$ cat src/rtl/core/rct_pkg.sv
`timescale 1ns / 1ps
`default_nettype none

package rct_pkg;

    localparam int RCT_TABLE_ENTRIES = 64;

    localparam logic [1:0] CMD_INCREMENT = 2'd0;
    localparam logic [1:0] CMD_DECREMENT = 2'd1;
    localparam logic [1:0] CMD_QUERY     = 2'd2;

    localparam logic [1:0] ST_OK            = 2'd0;
    localparam logic [1:0] ST_FULL          = 2'd1;
    localparam logic [1:0] ST_GEN_EXHAUSTED = 2'd2;

    typedef struct packed {
        logic [1:0]  command;
        logic [63:0] object_key;
        logic [63:0] amount;
    } rct_in_t;

    typedef struct packed {
        logic        has_generation;
        logic [63:0] generation;
        logic        is_nonzero;
        logic [1:0]  status;
    } rct_out_t;

    typedef enum logic [1:0] {
        S_IDLE,
        S_SCAN,
        S_LOOKUP,
        S_EXEC
    } rct_state_t;

    typedef struct packed {
        logic load;
        logic scan;
        logic lookup;
        logic exec;
    } rct_ctrl_t;

    typedef struct packed {
        logic scan_done;
        logic out_free;
    } rct_stat_t;

endpackage

`default_nettype wire

$ cat src/rtl/core/rct_ctrl.sv
`timescale 1ns / 1ps
`default_nettype none

module rct_ctrl
    import rct_pkg::*;
(
    input  wire logic      aclk,
    input  wire logic      aresetn,
    input  wire logic      s_valid,
    output logic           s_ready,
    input  wire rct_stat_t stat,
    output rct_ctrl_t      ctrl
);

    rct_state_t state_reg;
    rct_state_t state_next;

    always_ff @(posedge aclk) begin
        if (!aresetn) begin
            state_reg <= S_IDLE;
        end else begin
            state_reg <= state_next;
        end
    end

    always_comb begin
        state_next = state_reg;
        case (state_reg)
            S_IDLE: begin
                if (s_valid) begin
                    state_next = S_SCAN;
                end
            end
            S_SCAN: begin
                if (stat.scan_done) begin
                    state_next = S_LOOKUP;
                end
            end
            S_LOOKUP: begin
                state_next = S_EXEC;
            end
            S_EXEC: begin
                if (stat.out_free) begin
                    state_next = S_IDLE;
                end
            end
            default: begin
                state_next = S_IDLE;
            end
        endcase
    end

    always_comb begin
        ctrl    = '0;
        s_ready = 1'b0;
        case (state_reg)
            S_IDLE: begin
                s_ready   = 1'b1;
                ctrl.load = s_valid;
            end
            S_SCAN: begin
                ctrl.scan = 1'b1;
            end
            S_LOOKUP: begin
                ctrl.lookup = 1'b1;
            end
            S_EXEC: begin
                ctrl.exec = stat.out_free;
            end
            default: begin
                ctrl = '0;
            end
        endcase
    end

endmodule

`default_nettype wire

$ cat config.mk
export PLATFORM = sky130hd
export DESIGN_NAME = rct_ctrl
export DESIGN_NICKNAME = d
export VERILOG_FILES = /design/src/rtl/core/rct_pkg.sv /design/src/rtl/core/rct_ctrl.sv
export SDC_FILE = /design/constraint.sdc
export NUM_CORES = 1
export LEC_CHECK = 0
export ABC_AREA = 0
export BUFFER_PORTS_ARGS = -buffer_cell sky130_fd_sc_hd__buf_2
export CORE_AREA = 2 2 39 41
export CTS_BUF_LIST = sky130_fd_sc_hd__clkbuf_2 sky130_fd_sc_hd__clkbuf_4 sky130_fd_sc_hd__clkbuf_8
export DETAILED_ROUTE_END_ITERATION = 6
export DIE_AREA = 0 0 41 43
export GPL_TIMING_DRIVEN = 0
export PLACE_DENSITY_LB_ADDON = 0.05
export RECOVER_POWER = 25
export SLEW_MARGIN = 20
export SYNTH_ARGS = -nofsm -noshare
export SYNTH_HDL_FRONTEND = slang
export SYNTH_SLANG_ARGS = --single-unit
$ cat constraint.sdc
create_clock -name aclk -period 3 [get_ports aclk]
set_input_delay 0.3 -clock aclk [delete_from_list [all_inputs] [get_ports aclk]]
set_output_delay 0.3 -clock aclk [all_outputs]
set_load 0.02 [all_outputs]
==> impl_results.md <==
- Clock buffer count from CTS: 3
- Clk_lat worst skew: 0.23 ns
- Row count: 14
- I/O pin total: 10
- Synth Cell Area: 169 sq um
- Final Max Slew Viols: 0
- Status: complete, no violations
- # Max-Cap Violations: 0
- CTS H-tree depth: 1
- RSZ-0062 raised after global routing: no
- Slew Limit Headroom: 0.655
- Initial antenna violation count: 0
- Clock Root Buffer: clkbuf_4
- Leakage: 0.145 nW
- Initial core utilization: 0.122
- Layout area overhead: 51.1%
- Hold worst-path end: state_reg[0]
- Antenna-violating nets left: 0
- Fin. Hold Viols: 0
- Setup crit end kind: primary output
- FF-to-FF path depth: 4
- Routing usage on met2: 0.0844
- Kind of critical path: flip-flop to primary output
- Total GRT Usage: 0.0621
- Die Span Y: 43 um
- Nets: 43
- Reg2Reg Setup Slack: 1.55 ns
- CTS tree: built
- DR WL/cell: 7.96 um
- Share of cells above drive strength 1: 0.375
- Worst-path clk slew: 0.03 ns
- Reg2reg start: state_reg[1]
- Transition time at the pin with the least slew margin: 0.517 ns
- GPL Wtd Cong: 0.666
- Tmin final: 1.51 ns
- Area of placed instances: 234 sq um
- Clk sinks: 2
- Largest net degree at the start of global routing: 5
- Crit path required time: 2.70 ns
- Setup TNS: 0 ns
- WL final: 382 um
- GRT overflow: 0
- Max FO, Critical Path: 4
- Vias per std cell: 3.40
- Synth Area per Inst: 8.45 sq um
- Syn nets: 29
- Setup violators final: 0
- Fin area: 255 sq um
- Worst VDD drop: 326 uV
- Post-layout util: 0.184
- Yosys cell types: 9
- Post-synthesis sequential area ratio: 0.237
- Vias post-DR: 163
- Worst Clk Skew: 0.00777 ns
- Most Crowded Layer GR: met2
- Startpoint Class: flip-flop
- Die W: 41 um
- DRT iter0 DRCs: 3
- Port-buffer cells: 9
- Mapped Cells: 20
- Synth Register Bits: 2
- Initial DRT Pass Iterations: 4
- Dpl hpwl: 302 um
- First-pass GRT wire length: 669 um
- Met3 usage in global routing: 0.0471
- Number of global-route vias before repair: 169
- Die area: 0.00176 sq mm
- Hold path depth: 3
- Data arrival, critical path: 1.21 ns
- Hold_sp: aresetn
- Setup bufs post-CTS: 0
- Post-CTS sizing: 0
- Max Buffers Root-to-Sink: 2
- Core area: 0.00138 sq mm
- Worst Hold Class: primary input to flip-flop
- GR met1 Demand/Resource: 0.0543
- Diode count: 0
- Max reg flops: 2
- F_max: 664 MHz
- Period utilization: 0.502
- Drt drc: 0
- Pwr per Cell Area: 986 mW/mm^2
- Reg-to-reg endpoint: state_reg[1]
- Yosys warns: 0
- # hold bufs at CTS: 0
## cell type report
class / instances / area (sq um)
fillers: 162 / 1130
clock buffers: 3 / 22.5
well taps: 16 / 20.0
flip-flops and latches: 2 / 40.0
multi-input cells: 13 / 110
inverters: 5 / 18.8
repair buffers: 9 / 43.8
## worst max-delay path, stage by stage (launching register included)
cell and delay, ns:
dfxtp_1 0.37, inv_1 0.08, ha_1 0.24, and2_1 0.14
buf_2 0.15
## layout by cell type (no fill, tap or decap)
| master | n |
|---|---|
| buf_2 | 8 |
| inv_1 | 5 |
| ha_1 | 4 |
| nand2_1 | 3 |
| clkbuf_4 | 3 |
| mux2i_1 | 2 |
| dfxtp_1 | 2 |
| and2_2 | 1 |
| and2_1 | 1 |
| a222oi_1 | 1 |
| o21ai_0 | 1 |
| clkbuf_1 | 1 |
## synthesized netlist by cell type, drive strengths merged
master / number / area, sq um
inv: 5 / 18.8
dfxtp: 2 / 40.0
o21ai: 1 / 5.00
mux2i: 2 / 20.0
nand2: 3 / 11.3
ha: 4 / 50.1
and2: 2 / 13.8
a222oi: 1 / 10.0
## routing by layer
metal  wire length, um  share of wire
met2               189           0.49
met5                 0              0
met1               165           0.43
met3                28          0.073
met4                 0              0
## kinds of logic after synthesis
| group | share of synthesized area |
|---|---|
| buf+inv | 0.111 |
| simple gates | 0.148 |
| fa+ha+maj | 0.296 |
| compound gates | 0.0889 |
| mux | 0.119 |
| flops | 0.237 |
## power breakdown
part / internal (W) / switching, W
registers: 0.0000391 / 0.0000131
logic: 0.0000537 / 0.0000846
clock network: 0.0000443 / 0.0000169
total: 0.000137 / 0.000115
## worst max path at each step
| stage | from | to | slack [ns] | cells past startpoint |
|---|---|---|---|---|
| after detailed placement | state_reg[1] | state_reg[1] | 1.52 | 4 |
| after floorplan | state_reg[1] | state_reg[0] | 1.58 | 4 |
| after CTS | state_reg[0] | ctrl[3] | 1.47 | 4 |
| after global routing | state_reg[0] | ctrl[3] | 1.37 | 4 |
| after global placement | state_reg[0] | state_reg[0] | 1.52 | 4 |
| final | state_reg[0] | ctrl[3] | 1.49 | 4 |
## through the flow
step / total power, W / instances / hold WS (ns) / setup slack, ns
final: 0.000252 / 48 / 0.360 / 1.49
after global routing: 0.000282 / 48 / 0.368 / 1.37
after CTS: 0.000262 / 48 / 0.348 / 1.47
after detailed placement: 0.000196 / 45 / 0.508 / 1.52
after global placement: 0.000199 / 45 / 0.518 / 1.52
after floorplan: 0.000156 / 20 / 0.446 / 1.58
(Power assumes the default switching activity.)
